==> src/rtl/apmd_pkg.sv <==
// apmd_pkg.sv - shared widths, operation codes and flow-control types
// for the audio peak meter with decay.
// No dependencies; every other file of the block imports this package.
package apmd_pkg;

    // Field widths of the transaction payloads and the register
    localparam int PEAK_W   = 16;
    localparam int LEVEL_W  = 7;
    localparam int SAMPLE_W = 16;
    localparam int CLEN_W   = 16;
    localparam int TIME_W   = 32;
    localparam int IDLE_W   = 16;

    // Operation codes carried by each input transaction
    typedef logic [1:0] op_t;
    localparam op_t OP_CHUNK   = 2'd0;
    localparam op_t OP_SAMPLE  = 2'd1;
    localparam op_t OP_POLL    = 2'd2;
    localparam op_t OP_RESTART = 2'd3;

    localparam logic [IDLE_W-1:0] IDLE_RESET = 16'd20;

    localparam int FULL_SCALE = 32767;
    localparam int PEAK_MAX   = FULL_SCALE + 1;
    localparam int LEVEL_MAX  = 100;
    localparam int MS_PER_S   = 1000;

    // Pipeline stage numbering: input register, decay datapath, peak, output
    localparam int STAGES       = 8;
    localparam int ST_IN        = 0;
    localparam int ST_DECAY_OUT = 5;
    localparam int ST_PEAK      = 6;
    localparam int ST_OUT       = 7;

    typedef struct packed {
        logic [STAGES-1:0] valid;
        logic [STAGES-1:0] load;
    } flow_ctl_t;

endpackage

==> src/rtl/apmd_flow.sv <==
// apmd_flow.sv - per-stage valid bits and load enables of the meter pipeline.
// Bubbles collapse: while a result is stalled, upstream stages still fill bubbles.
// Depends on apmd_pkg.
module apmd_flow
    import apmd_pkg::*;
(
    input  logic      clk,
    input  logic      rst_n,
    input  logic      item_valid,
    output logic      item_stall,
    output logic      result_valid,
    input  logic      result_stall,
    output flow_ctl_t ctl
);

    logic [STAGES-1:0] valid_reg;
    logic [STAGES-1:0] valid_next;
    logic [STAGES-1:0] load;
    logic              accepted;
    logic              delivered;

    // A stage may load when empty or when the stage after it loads
    always_comb
    begin
        load[STAGES-1] = !valid_reg[STAGES-1] || !result_stall;
        for (int k = STAGES - 2; k >= 0; k--)
        begin
            load[k] = !valid_reg[k] || load[k+1];
        end
    end

    always_comb
    begin
        valid_next[0] = load[0] ? item_valid : valid_reg[0];
        for (int k = 1; k < STAGES; k++)
        begin
            valid_next[k] = load[k] ? valid_reg[k-1] : valid_reg[k];
        end
    end

    always_ff @(posedge clk or negedge rst_n)
    begin
        if (!rst_n)
        begin
            valid_reg <= '0;
        end
        else
        begin
            valid_reg <= valid_next;
        end
    end

    assign item_stall   = !load[0];
    assign result_valid = valid_reg[STAGES-1];
    assign ctl.valid    = valid_reg;
    assign ctl.load     = load;

    assign accepted  = item_valid && load[0];
    assign delivered = valid_reg[STAGES-1] && !result_stall;

    a_occupancy: assert property (@(posedge clk) disable iff (!rst_n)
        rst_n |=> $countones(valid_reg) == $past($countones(valid_reg))
                  + int'($past(accepted)) - int'($past(delivered)))
        else $error("pipeline occupancy does not match transactions in and out");

    a_ready_through: assert property (@(posedge clk) disable iff (!rst_n)
        !result_stall |-> !item_stall)
        else $error("input stalled although the output is draining");

    a_lands: assert property (@(posedge clk) disable iff (!rst_n)
        item_valid && !item_stall |=> valid_reg[ST_IN])
        else $error("accepted transaction missing from the input register");

endmodule

==> src/rtl/apmd_decay.sv <==
// apmd_decay.sv - decay amount datapath: frames from elapsed time or chunk
// length, then decay = 2*FULL_SCALE*frames/(3*rate), by reciprocal multiplies.
// Depends on apmd_pkg; load enables come from apmd_flow.
module apmd_decay
    import apmd_pkg::*;
#(
    parameter int SAMPLE_RATE_HZ = 16000
)
(
    input  logic              clk,
    input  flow_ctl_t         ctl,
    input  logic              is_chunk,
    input  logic [CLEN_W-1:0] chunk_length,
    input  logic [TIME_W-1:0] elapsed,
    output logic              sat,
    output logic [PEAK_W-1:0] decay
);

    localparam longint unsigned SR      = longint'(SAMPLE_RATE_HZ);
    localparam longint unsigned DIV_D   = 3 * SR;
    localparam longint unsigned NUM_A   = 2 * FULL_SCALE;
    // a decay above the largest held peak (PEAK_MAX), so it clears any held peak
    localparam longint unsigned SAT_DEC = PEAK_MAX + 1;
    localparam longint unsigned F_SAT   = (SAT_DEC * DIV_D + NUM_A - 1) / NUM_A;
    localparam longint unsigned E_SAT   = (MS_PER_S * F_SAT + SR - 1) / SR;
    localparam int EW  = $clog2(E_SAT);
    localparam longint unsigned PROD_MAX = (E_SAT - 1) * SR;
    localparam int PW  = $clog2(PROD_MAX + 1);
    localparam int S1  = PW + $clog2(MS_PER_S);
    localparam longint unsigned M1 = ((64'd1 << S1) + MS_PER_S - 1) / MS_PER_S;
    localparam int M1W = $clog2(M1 + 1);
    localparam int P1W = PW + M1W;
    localparam int FPW = $clog2(PROD_MAX / MS_PER_S + 1);
    localparam int FW  = $clog2(F_SAT);
    localparam int FFW_A = (FPW > CLEN_W) ? FPW : CLEN_W;
    localparam int FFW   = (FW + 1 > FFW_A) ? FW + 1 : FFW_A;
    localparam int DW  = $clog2(DIV_D);
    localparam int S2  = FW + DW;
    localparam longint unsigned M2 = (NUM_A * (64'd1 << S2) + DIV_D - 1) / DIV_D;
    localparam int M2W = $clog2(M2 + 1);
    localparam int MLW = M2W / 2;
    localparam int MHW = M2W - MLW;
    localparam int PLW = FW + MLW;
    localparam int PHW = FW + MHW;
    localparam int SUMW = FW + M2W;

    localparam logic [PW-1:0]  SR_P  = PW'(SR);
    localparam logic [M1W-1:0] M1_C  = M1W'(M1);
    localparam logic [M2W-1:0] M2_C  = M2W'(M2);
    localparam logic [MLW-1:0] M2_LO = M2_C[MLW-1:0];
    localparam logic [MHW-1:0] M2_HI = M2_C[M2W-1:MLW];

    // stage 2: captured inputs
    logic [TIME_W-1:0] el2_reg;
    logic              chunk2_reg;
    logic [CLEN_W-1:0] clen2_reg;
    // stage 3: elapsed * rate
    logic [PW-1:0]     prod3_reg;
    logic              esat3_reg;
    logic              chunk3_reg;
    logic [CLEN_W-1:0] clen3_reg;
    // stage 4: frame count
    logic [FW-1:0]     f4_reg;
    logic              sat4_reg;
    // stage 5: partial products
    logic [PLW-1:0]    pplo5_reg;
    logic [PHW-1:0]    pphi5_reg;
    logic              sat5_reg;
    // stage 6: decay amount
    logic [PEAK_W-1:0] decay6_reg;
    logic              sat6_reg;

    logic [P1W-1:0]    fp_full;
    logic [FPW-1:0]    frames_poll;
    logic [FFW-1:0]    frames;
    logic [SUMW-1:0]   sum;
    logic [PEAK_W-1:0] quot;

    always_comb
    begin
        fp_full     = P1W'(prod3_reg) * P1W'(M1_C);
        frames_poll = FPW'(fp_full >> S1);
        frames      = chunk3_reg ? FFW'(clen3_reg) : FFW'(frames_poll);
        sum         = (SUMW'(pphi5_reg) << MLW) + SUMW'(pplo5_reg);
        quot        = PEAK_W'(sum >> S2);
    end

    always_ff @(posedge clk)
    begin
        if (ctl.load[1])
        begin
            el2_reg    <= elapsed;
            chunk2_reg <= is_chunk;
            clen2_reg  <= chunk_length;
        end
        if (ctl.load[2])
        begin
            prod3_reg  <= PW'(el2_reg[EW-1:0]) * SR_P;
            esat3_reg  <= el2_reg >= TIME_W'(E_SAT);
            chunk3_reg <= chunk2_reg;
            clen3_reg  <= clen2_reg;
        end
        if (ctl.load[3])
        begin
            f4_reg   <= FW'(frames);
            sat4_reg <= (!chunk3_reg && esat3_reg) || (frames >= FFW'(F_SAT));
        end
        if (ctl.load[4])
        begin
            pplo5_reg <= PLW'(f4_reg) * PLW'(M2_LO);
            pphi5_reg <= PHW'(f4_reg) * PHW'(M2_HI);
            sat5_reg  <= sat4_reg;
        end
        if (ctl.load[ST_DECAY_OUT])
        begin
            // an empty decay still takes one step off the peak
            decay6_reg <= (quot == '0) ? PEAK_W'(1) : quot;
            sat6_reg   <= sat5_reg;
        end
    end

    assign sat   = sat6_reg;
    assign decay = decay6_reg;

endmodule

==> src/rtl/apmd_level.sv <==
// apmd_level.sv - percent level of a peak: min(100, peak*100/32767).
// Divides by 2^15-1 as a shift plus one correction step. Depends on apmd_pkg.
module apmd_level
    import apmd_pkg::*;
(
    input  logic [PEAK_W-1:0]  peak,
    output logic [LEVEL_W-1:0] level
);

    localparam int SCALE_W = $clog2(FULL_SCALE + 1);
    localparam int PROD_W  = PEAK_W + LEVEL_W;
    localparam int QW      = PROD_W - SCALE_W;

    logic [PROD_W-1:0]  scaled;
    logic [QW-1:0]      q_lo;
    logic [SCALE_W:0]   rem;
    logic [QW-1:0]      quot;

    always_comb
    begin
        scaled = PROD_W'(peak) * PROD_W'(LEVEL_MAX);
        // floor by 2^15 undershoots by at most one
        q_lo   = scaled[PROD_W-1:SCALE_W];
        rem    = (SCALE_W + 1)'(scaled[SCALE_W-1:0]) + (SCALE_W + 1)'(q_lo);
        quot   = (rem >= (SCALE_W + 1)'(FULL_SCALE)) ? q_lo + 1'b1 : q_lo;
        level  = (quot > QW'(LEVEL_MAX)) ? LEVEL_W'(LEVEL_MAX) : LEVEL_W'(quot);
    end

endmodule

==> src/rtl/audio_peak_meter_with_decay.sv <==
// audio_peak_meter_with_decay.sv - top level of the audio peak meter.
// Depends on apmd_pkg, apmd_flow, apmd_decay and apmd_level.
//
// Peak meter for a 16-bit audio stream. Each input transaction carries an op:
// chunk start decays the held peak by max(1, 2*32767*chunk_length/(3*rate))
// and stamps now_ms; sample raises the peak to the sample magnitude (-32768
// counts as 32768); time poll, once now_ms has moved on by at least
// idle_interval_ms since the last stamp, decays by the frames in the elapsed
// time and stamps; restart clears the peak and stamps. Every transaction
// returns one result with the held peak and a 0..100 percent level. The block
// takes one transaction per clock unless a stalled result has filled every
// stage. It runs through eight register stages, the input register included;
// result_valid rises when the transaction reaches the output register. The
// depth is set by the decay datapath (elapsed*rate, a reciprocal multiply for
// /1000 and a split reciprocal multiply for the decay scale, each registered).
// The time stamp and held peak are single-register loops, so back-to-back
// transactions see each other's effects. Empty stages collapse, so input is
// taken while a result waits until all are full. idle_interval_ms is written
// through cfg_wr_en/cfg_wr_data while idle; the block does not enforce it.
module audio_peak_meter_with_decay
    import apmd_pkg::*;
#(
    parameter int SAMPLE_RATE_HZ = 16000
)
(
    input  logic                       clk,
    input  logic                       rst_n,
    input  logic                       cfg_wr_en,
    input  logic [IDLE_W-1:0]          cfg_wr_data,
    input  logic                       item_valid,
    output logic                       item_stall,
    input  op_t                        op,
    input  logic signed [SAMPLE_W-1:0] sample,
    input  logic [CLEN_W-1:0]          chunk_length,
    input  logic [TIME_W-1:0]          now_ms,
    output logic                       result_valid,
    input  logic                       result_stall,
    output logic [PEAK_W-1:0]          peak,
    output logic [LEVEL_W-1:0]         level
);

    flow_ctl_t ctl;

    // Configuration register
    logic [IDLE_W-1:0] idle_reg;

    // Input register
    op_t                op_reg;
    logic [SAMPLE_W-1:0] sample_reg;
    logic [CLEN_W-1:0]  clen_reg;
    logic [TIME_W-1:0]  now_reg;

    // Time-stamp loop
    logic [TIME_W-1:0]  last_time_reg;
    logic [TIME_W-1:0]  last_time_next;
    logic [TIME_W-1:0]  elapsed;
    logic               poll_due;
    logic               stamp;
    logic               time_move;
    logic               decay_en_next;
    logic [PEAK_W-1:0]  mag_next;

    // Side band that travels alongside the decay datapath
    op_t                op_pipe_reg  [1:ST_DECAY_OUT];
    logic [PEAK_W-1:0]  mag_pipe_reg [1:ST_DECAY_OUT];
    logic               dec_pipe_reg [1:ST_DECAY_OUT];

    logic               decay_sat;
    logic [PEAK_W-1:0]  decay_amt;

    // Peak loop and result stages
    logic [PEAK_W-1:0]  peak_reg;
    logic [PEAK_W-1:0]  peak_next;
    logic [PEAK_W-1:0]  item_peak;
    logic               peak_move;
    logic               cut;
    logic [PEAK_W-1:0]  peak7_reg;
    logic [PEAK_W-1:0]  peak_out_reg;
    logic [LEVEL_W-1:0] level_out_reg;
    logic [LEVEL_W-1:0] level_calc;

    apmd_flow u_flow
    (
        .clk          (clk),
        .rst_n        (rst_n),
        .item_valid   (item_valid),
        .item_stall   (item_stall),
        .result_valid (result_valid),
        .result_stall (result_stall),
        .ctl          (ctl)
    );

    // Idle interval; user writes only while no transaction is in flight, unchecked
    always_ff @(posedge clk or negedge rst_n)
    begin
        if (!rst_n)
        begin
            idle_reg <= IDLE_RESET;
        end
        else if (cfg_wr_en)
        begin
            idle_reg <= cfg_wr_data;
        end
    end

    // Capture the accepted transaction
    always_ff @(posedge clk)
    begin
        if (ctl.load[ST_IN])
        begin
            op_reg     <= op;
            sample_reg <= sample;
            clen_reg   <= chunk_length;
            now_reg    <= now_ms;
        end
    end

    // Time stage: elapsed time since the last stamp decides whether a poll
    // decays, and every decaying op (and restart) moves the stamp to now.
    always_comb
    begin
        elapsed   = now_reg - last_time_reg;
        poll_due  = elapsed >= TIME_W'(idle_reg);
        time_move = ctl.valid[ST_IN] && ctl.load[1];
        unique case (op_reg)
            OP_CHUNK:
            begin
                stamp         = 1'b1;
                decay_en_next = 1'b1;
            end
            OP_SAMPLE:
            begin
                stamp         = 1'b0;
                decay_en_next = 1'b0;
            end
            OP_POLL:
            begin
                stamp         = poll_due;
                decay_en_next = poll_due;
            end
            OP_RESTART:
            begin
                stamp         = 1'b1;
                decay_en_next = 1'b0;
            end
        endcase
        last_time_next = (time_move && stamp) ? now_reg : last_time_reg;
        // two's complement negate; the most negative sample wraps to 32768
        mag_next = sample_reg[SAMPLE_W-1] ? PEAK_W'(~sample_reg + 1'b1)
                                          : PEAK_W'(sample_reg);
    end

    always_ff @(posedge clk or negedge rst_n)
    begin
        if (!rst_n)
        begin
            last_time_reg <= '0;
        end
        else
        begin
            last_time_reg <= last_time_next;
        end
    end

    apmd_decay #(
        .SAMPLE_RATE_HZ (SAMPLE_RATE_HZ)
    ) u_decay
    (
        .clk          (clk),
        .ctl          (ctl),
        .is_chunk     (op_reg == OP_CHUNK),
        .chunk_length (clen_reg),
        .elapsed      (elapsed),
        .sat          (decay_sat),
        .decay        (decay_amt)
    );

    // Advance op, magnitude and decay flag in step with the decay datapath
    always_ff @(posedge clk)
    begin
        if (ctl.load[1])
        begin
            op_pipe_reg[1]  <= op_reg;
            mag_pipe_reg[1] <= mag_next;
            dec_pipe_reg[1] <= decay_en_next;
        end
        for (int k = 2; k <= ST_DECAY_OUT; k++)
        begin
            if (ctl.load[k])
            begin
                op_pipe_reg[k]  <= op_pipe_reg[k-1];
                mag_pipe_reg[k] <= mag_pipe_reg[k-1];
                dec_pipe_reg[k] <= dec_pipe_reg[k-1];
            end
        end
    end

    // Peak stage: the held peak updates as the transaction leaves the decay
    // datapath. A decay at least as large as the peak clamps it at zero.
    always_comb
    begin
        peak_move = ctl.valid[ST_DECAY_OUT] && ctl.load[ST_PEAK];
        cut       = decay_sat || (decay_amt >= peak_reg);
        unique case (op_pipe_reg[ST_DECAY_OUT])
            OP_SAMPLE:
            begin
                item_peak = (mag_pipe_reg[ST_DECAY_OUT] > peak_reg)
                          ? mag_pipe_reg[ST_DECAY_OUT] : peak_reg;
            end
            OP_RESTART:
            begin
                item_peak = '0;
            end
            OP_CHUNK, OP_POLL:
            begin
                if (!dec_pipe_reg[ST_DECAY_OUT])
                begin
                    item_peak = peak_reg;
                end
                else if (cut)
                begin
                    item_peak = '0;
                end
                else
                begin
                    item_peak = peak_reg - decay_amt;
                end
            end
        endcase
        peak_next = peak_move ? item_peak : peak_reg;
    end

    always_ff @(posedge clk or negedge rst_n)
    begin
        if (!rst_n)
        begin
            peak_reg <= '0;
        end
        else
        begin
            peak_reg <= peak_next;
        end
    end

    always_ff @(posedge clk)
    begin
        if (ctl.load[ST_PEAK])
        begin
            peak7_reg <= item_peak;
        end
        if (ctl.load[ST_OUT])
        begin
            peak_out_reg  <= peak7_reg;
            level_out_reg <= level_calc;
        end
    end

    apmd_level u_level
    (
        .peak  (peak7_reg),
        .level (level_calc)
    );

    assign peak  = peak_out_reg;
    assign level = level_out_reg;

    a_peak_range: assert property (@(posedge clk) disable iff (!rst_n)
        peak_reg <= PEAK_W'(PEAK_MAX))
        else $error("held peak above full-scale magnitude");

    a_restart_clears: assert property (@(posedge clk) disable iff (!rst_n)
        peak_move && op_pipe_reg[ST_DECAY_OUT] == OP_RESTART |=> peak_reg == '0)
        else $error("restart did not clear the held peak");

    a_sample_raises: assert property (@(posedge clk) disable iff (!rst_n)
        peak_move && op_pipe_reg[ST_DECAY_OUT] == OP_SAMPLE
        |=> peak_reg >= $past(mag_pipe_reg[ST_DECAY_OUT]))
        else $error("held peak below the magnitude of a sample just taken");

    a_stamp: assert property (@(posedge clk) disable iff (!rst_n)
        time_move && (op_reg == OP_CHUNK || op_reg == OP_RESTART)
        |=> last_time_reg == $past(now_reg))
        else $error("chunk start or restart failed to stamp the decay time");

endmodule
==> config.mk <==
export PLATFORM = sky130hd
export DESIGN_NAME = audio_peak_meter_with_decay
export DESIGN_NICKNAME = d
export VERILOG_FILES = /design/src/rtl/apmd_pkg.sv /design/src/rtl/apmd_flow.sv /design/src/rtl/apmd_decay.sv /design/src/rtl/apmd_level.sv /design/src/rtl/audio_peak_meter_with_decay.sv
export SDC_FILE = /design/constraint.sdc
export NUM_CORES = 2
export LEC_CHECK = 0
export ABC_AREA = 1
export BUFFER_PORTS_ARGS = -buffer_cell sky130_fd_sc_hd__buf_2
export CORE_MARGIN = 1
export CORE_UTILIZATION = 45
export DETAILED_ROUTE_END_ITERATION = 16
export PLACE_DENSITY = 0.59
export SLEW_MARGIN = 40
export SYNTH_ARGS = -nofsm -noshare
export SYNTH_HDL_FRONTEND = slang
export SYNTH_SLANG_ARGS = --single-unit
==> constraint.sdc <==
create_clock -name clk -period 11.4 [get_ports clk]
set_input_delay 0.57 -clock clk [delete_from_list [all_inputs] [get_ports clk]]
set_output_delay 0.57 -clock clk [all_outputs]
set_load 0.1 [all_outputs]
After elaboration in Yosys (flattened, before gate mapping)
Memories as Yosys holds them, arrays and structs flattened. Index checks and enable logic that the tools add are counted.

Memory bits (read-only): 0. Register bits: 358. Latch bits: 0. Bits of input ports: 87. Memories kept: 3. Memory bits (writable): 95. Logic and storage cells: 110.

Memory list: mag_pipe_reg (words 5, width 16, read ports 5, clocked after memory_dff 0, wr ports 5, line audio_peak_meter_with_decay.sv:65) `logic [PEAK_W-1:0] mag_pipe_reg [1:ST_DECAY_OUT];`; op_pipe_reg (words 5, width 2, read ports 5, clocked after memory_dff 0, wr ports 5, line audio_peak_meter_with_decay.sv:64) `op_t op_pipe_reg [1:ST_DECAY_OUT];`; dec_pipe_reg (words 5, width 1, read ports 5, clocked after memory_dff 0, wr ports 5, line audio_peak_meter_with_decay.sv:66) `logic dec_pipe_reg [1:ST_DECAY_OUT];`.

Multiplexer cells: 19. Shift-type cells: 0. Bitwise gates (word level): 1. Equality and inequality tests: 6. Reductions and logical operators: 31. Divide/modulo/power cells: 0. Magnitude comparators: 7. Multipliers: 5. Add/subtract/negate cells: 6.

Operators with widths (count): $mux W16 (5); $mul A15 B16 Y31 const B (2); $pmux W16 S3 (1); $add A47 B31 Y47 (1); $mul A18 B26 Y43 const B (1); $ge A16 B15 Y1 const B (2); $ge A32 B11 Y1 const B (1); $ge A32 B16 Y1 (1); $sub A32 B32 Y32 (1); $mul A16 B5 Y21 const B (1); $mul A11 B7 Y18 const B (1); $add A15 B8 Y16 (1); $add A16 B1 Y16 const B (1); $ge A16 B16 Y1 (1); $gt A16 B16 Y1 (1); $logic_not A16 Y1 (1); $not A16 Y16 (1); $sub A16 B16 Y16 (1); $logic_not A1 Y1 (11); $logic_or A1 B1 Y1 (10); $mux W1 (10); $add A8 B1 Y8 const B (1); $eq A2 B2 Y1 const B (4); $gt A8 B7 Y1 const B (1); 6 further kinds (14).

Longest topological paths before layout
Depth after elaboration: 10. Gate-level depth with buffers: 38. Gate-level depth less buffers: 38.

Modules after synthesis
From an unflattened synthesis, not the netlist that was laid out.

Cell total of the unflattened synthesis: 4497. Area total of the unflattened synthesis: 40013.4 µm².

Modules (own cells, without submodules): apmd_decay (seq. area each 4954.8 µm², area each 23620.2 µm², cells an instance 2624, instances 1); audio_peak_meter_with_decay (seq. area each 7609.8 µm², area each 13449.1 µm², cells an instance 1410, instances 1); apmd_level (seq. area each 0.0 µm², area each 2592.5 µm², cells an instance 428, instances 1); apmd_flow (seq. area each 200.2 µm², area each 351.6 µm², cells an instance 35, instances 1).

Worst setup path before layout
OpenSTA, ideal clock, no wires.

Path type: register to register. From: reg u_flow.valid_reg[7]. To: reg clen_reg[0] (enable). Path buffers: 0. Clock period less this slack: 10.016 ns. Stages on the path, launching flop included: 16. Setup slack: 1.384 ns. Arrival: 9.596 ns. Cells stage by stage: dfrtp_1 -> nand2_1 -> nor2_1 -> inv_2 -> nor2_1 -> inv_2 -> nor2_1 -> inv_1 -> nor2_1 -> inv_1 -> nor2_1 -> inv_2 -> nor2_1 -> inv_1 -> nor2_1 -> inv_1.

RTL lines: from (decl) (line apmd_flow.sv:16) `logic [STAGES-1:0] valid_reg;`; from (signal assigned) (line apmd_flow.sv:49) `valid_reg <= valid_next;`; to (signal assigned) (line audio_peak_meter_with_decay.sv:113) `clen_reg <= chunk_length;`; to (decl) (line audio_peak_meter_with_decay.sv:50) `logic [CLEN_W-1:0] clen_reg;`.

Worst setup path after layout
From: reg u_decay.prod3_reg[13]. To: reg u_decay.sat4_reg, data pin.

Longest elaborated chain between the ends: 4.

Ends and longest elaborated chain: from (decl) (line apmd_decay.sv:58) `logic [PW-1:0] prod3_reg;`; from (signal assigned) (line apmd_decay.sv:98) `prod3_reg <= PW'(el2_reg[EW-1:0]) * SR_P;`; $mul A18 B26 Y43 (line apmd_decay.sv:81) `fp_full = P1W'(prod3_reg) * P1W'(M1_C);`; $mux W16 (line apmd_decay.sv:83) `frames = chunk3_reg ? FFW'(clen3_reg) : FFW'(frames_poll);`; via u_decay.frames[3] (line apmd_decay.sv:75) `logic [FFW-1:0] frames;`; $ge A16 B15 Y1 (line apmd_decay.sv:106) `sat4_reg <= (!chunk3_reg && esat3_reg) || (frames >= FFW'(F_SAT));`; $logic_or A1 B1 Y1 (line apmd_decay.sv:106); to (signal assigned) (line apmd_decay.sv:106); to (decl) (line apmd_decay.sv:64) `logic sat4_reg;`.

The timed path passes the listed nets, and every way through them passes these cells. A chain may end at the register's enable or synchronous reset.

==> results_dict.tcl <==
set metrics [dict create \
    status "complete, no violations" \
    grt_overflow 0 \
    wl_per_cell_um 16.4 \
    synth-seq-cells 437 \
    setup_viol 0 \
    setup_tns_ns 0 \
    vias_per_cell 4.93 \
    path_common_cell "inv_1" \
    yosysTopAreaCell "edfxtp_1" \
    die_area_um2 86500 \
    largest_reg_flops 80 \
    clk_path_buf_depth 3 \
    place_area_um2 40300 \
    async_flop_share 0.165 \
    synth_top_cell_area_share 0.286 \
    min_period_over_period 0.542 \
    diodes 0 \
    yosys-top-cells-count "902 x inv_1, 746 x nand2_1, 590 x ha_1" \
    drt_iter0_markers 1421 \
    grt_antenna_before_repair 3 \
    worstHoldPathType "primary input to flip-flop" \
    path_clk_slew_ns 0.06 \
    num-nets-final 5210 \
    grt_start_max_net_pins 70 \
    syn_to_final_growth_pct 9.26 \
    grt_pass1_wl_um 145000 \
    netlist_area_um2 38400 \
    crit_family "adder cells" \
    grt_util_all_layers 0.213 \
    post-cts-setup-buffer-count 0 \
    fin_crit_ns 6.18 \
    portBuffers 111 \
    setup.worst_path.class "flip-flop to flip-flop" \
    die_w_um 294 \
    syn_inst 4097 \
    timing.fmax_mhz 162 \
    io_pins 112 \
    synth_area_leaders "edfxtp_1 29%, ha_1 19%, fa_1 15%" \
    worst_ep_required_time_ns 11.75 \
    hold_violations 0 \
    start_kind "flip-flop" \
    ys_types 59 \
    drc_errors 0 \
    fin_worst_skew_ns 0.0395 \
    globalplace.congestion 0.920 \
    die_h_um 294 \
    drv_slew 0 \
    tightest_slew_ns 0.793 \
    dp_slack_ns 5.21 \
    synth_edf_count 365 \
    synth_sequential_area_ratio 0.333 \
    crit_arrival_ns 6.53 \
    cp_max_fo 8 \
    ys.flop_type "edfxtp_1" \
    syn-num-nets 5065 \
    htree_levels 2 \
    start_util 0.457 \
    cts_sinks 437 \
    cts_tree "yes" \
    place_hpwl_um 73900 \
    rsz0062_at_grt "false" \
    cts-buffers-inserted 49 \
    drive_above_1_share 0.0600 \
    synth_warnings 0 \
    synth_most_common_cell "inv_1" \
    ant_nets 0 \
    coreArea_um2 84100 \
    synth_area_per_cell_um2 9.37 \
    relSlewSlack 0.472 \
    wl_um 88700 \
    fin_ws_ns 5.22 \
    grt_pass1_vias 27113 \
    slowest_delay_ns 0.59 \
    critPathBufInv 6 \
    clockRootBuffer "clkbuf_16" \
    worstSkewPairLatency_ns 0.62 \
    row_count 106 \
    design_area_um2 41900 \
    crit_slowest_cell "edfxtp_1" \
    dr.pass1.iters 6 \
    vias 26678 \
    drv_cap 0 \
    crit_path_end_kind "flip-flop" \
]
==> logic make-up after synthesis <==
kind of cell | after synthesis | synth area share
compound gates | 425 | 0.0618
xor+xnor | 109 | 0.0255
fa+ha+maj | 881 | 0.344
buf+inv | 942 | 0.0929
flops | 437 | 0.333
mux | 1 | 0.000293
simple gates | 1302 | 0.143
==> metrics by stage <==
stage / cells / hold WS (ns) / util
global route: 5414 / 0.0909 / 0.499
CTS: 5414 / 0.0780 / 0.499
floorplan: 4097 / 0.274 / -
global placement: 5324 / 0.401 / 0.479
detailed placement: 5324 / 0.405 / 0.479
finish: 5414 / 0.119 / 0.499
==> layout make-up <==
class	count	area, um2
flip-flops and latches	437	12800
repair buffers	119	628
clock buffers	56	1280
inverters	917	3440
well taps	1134	1420
clock inverters	33	337
fillers	8069	42100
multi-input cells	2718	22100
==> cell usage in the layout, fill, tap and decap left out, types with 6 or more instances in the layout <==
cell type and n:
buf_4 6, clkinv_1 17, ha_1 590, xor2_1 75
o211ai_1 8, o21bai_1 15, inv_2 15, a21boi_0 6
dfrtp_1 70, buf_2 110, o22ai_1 14, fa_1 291
a21o_1 14, clkinv_2 6, nor3_1 33, inv_1 899
a31oi_1 8, o21ai_0 115, nand2_2 13, or2_2 6
a211oi_1 6, nand2_1 745, xnor2_1 31, nand3b_1 17
nand3_1 158, nand4_1 46, nor2_2 7, o21a_1 9
edfxtp_1 365, a21oi_1 197, nor4_1 11, clkbuf_16 49
o21ai_1 14, nor2_1 247
==> worst paths after layout <==
check,start,depth (start not counted),endpoint,slack [ns]
setup / recovery,u_decay.prod3_reg[13],25,u_decay.sat4_reg,5.22
min in group asynchronous,rst_n,2,last_time_reg[6],0.42
max in group asynchronous,rst_n,3,peak_reg[5],9.93
hold / removal,chunk_length[12],1,clen_reg[12],0.12
hold reg to reg,clen_reg[7],0,u_decay.clen2_reg[7],0.42
setup reg to reg,u_decay.prod3_reg[13],25,u_decay.sat4_reg,5.22
==> timing repair <==
action	in CTS	in global routing
gates resized for setup	0	0
endpoints found under the hold margin	24	0
hold buffers	1	0
setup endpoints to repair	0	0
==> routing by layer <==
metal,GRT usage,wire length (um)
met1,0.301,42800
met5,0,18
met2,0.349,41000
met4,0.0470,1800
met3,0.0237,3120
Power is left out: the tool's default activity adds up to more than one toggle a clock period on the data nets, which glitch-free logic cannot reach.
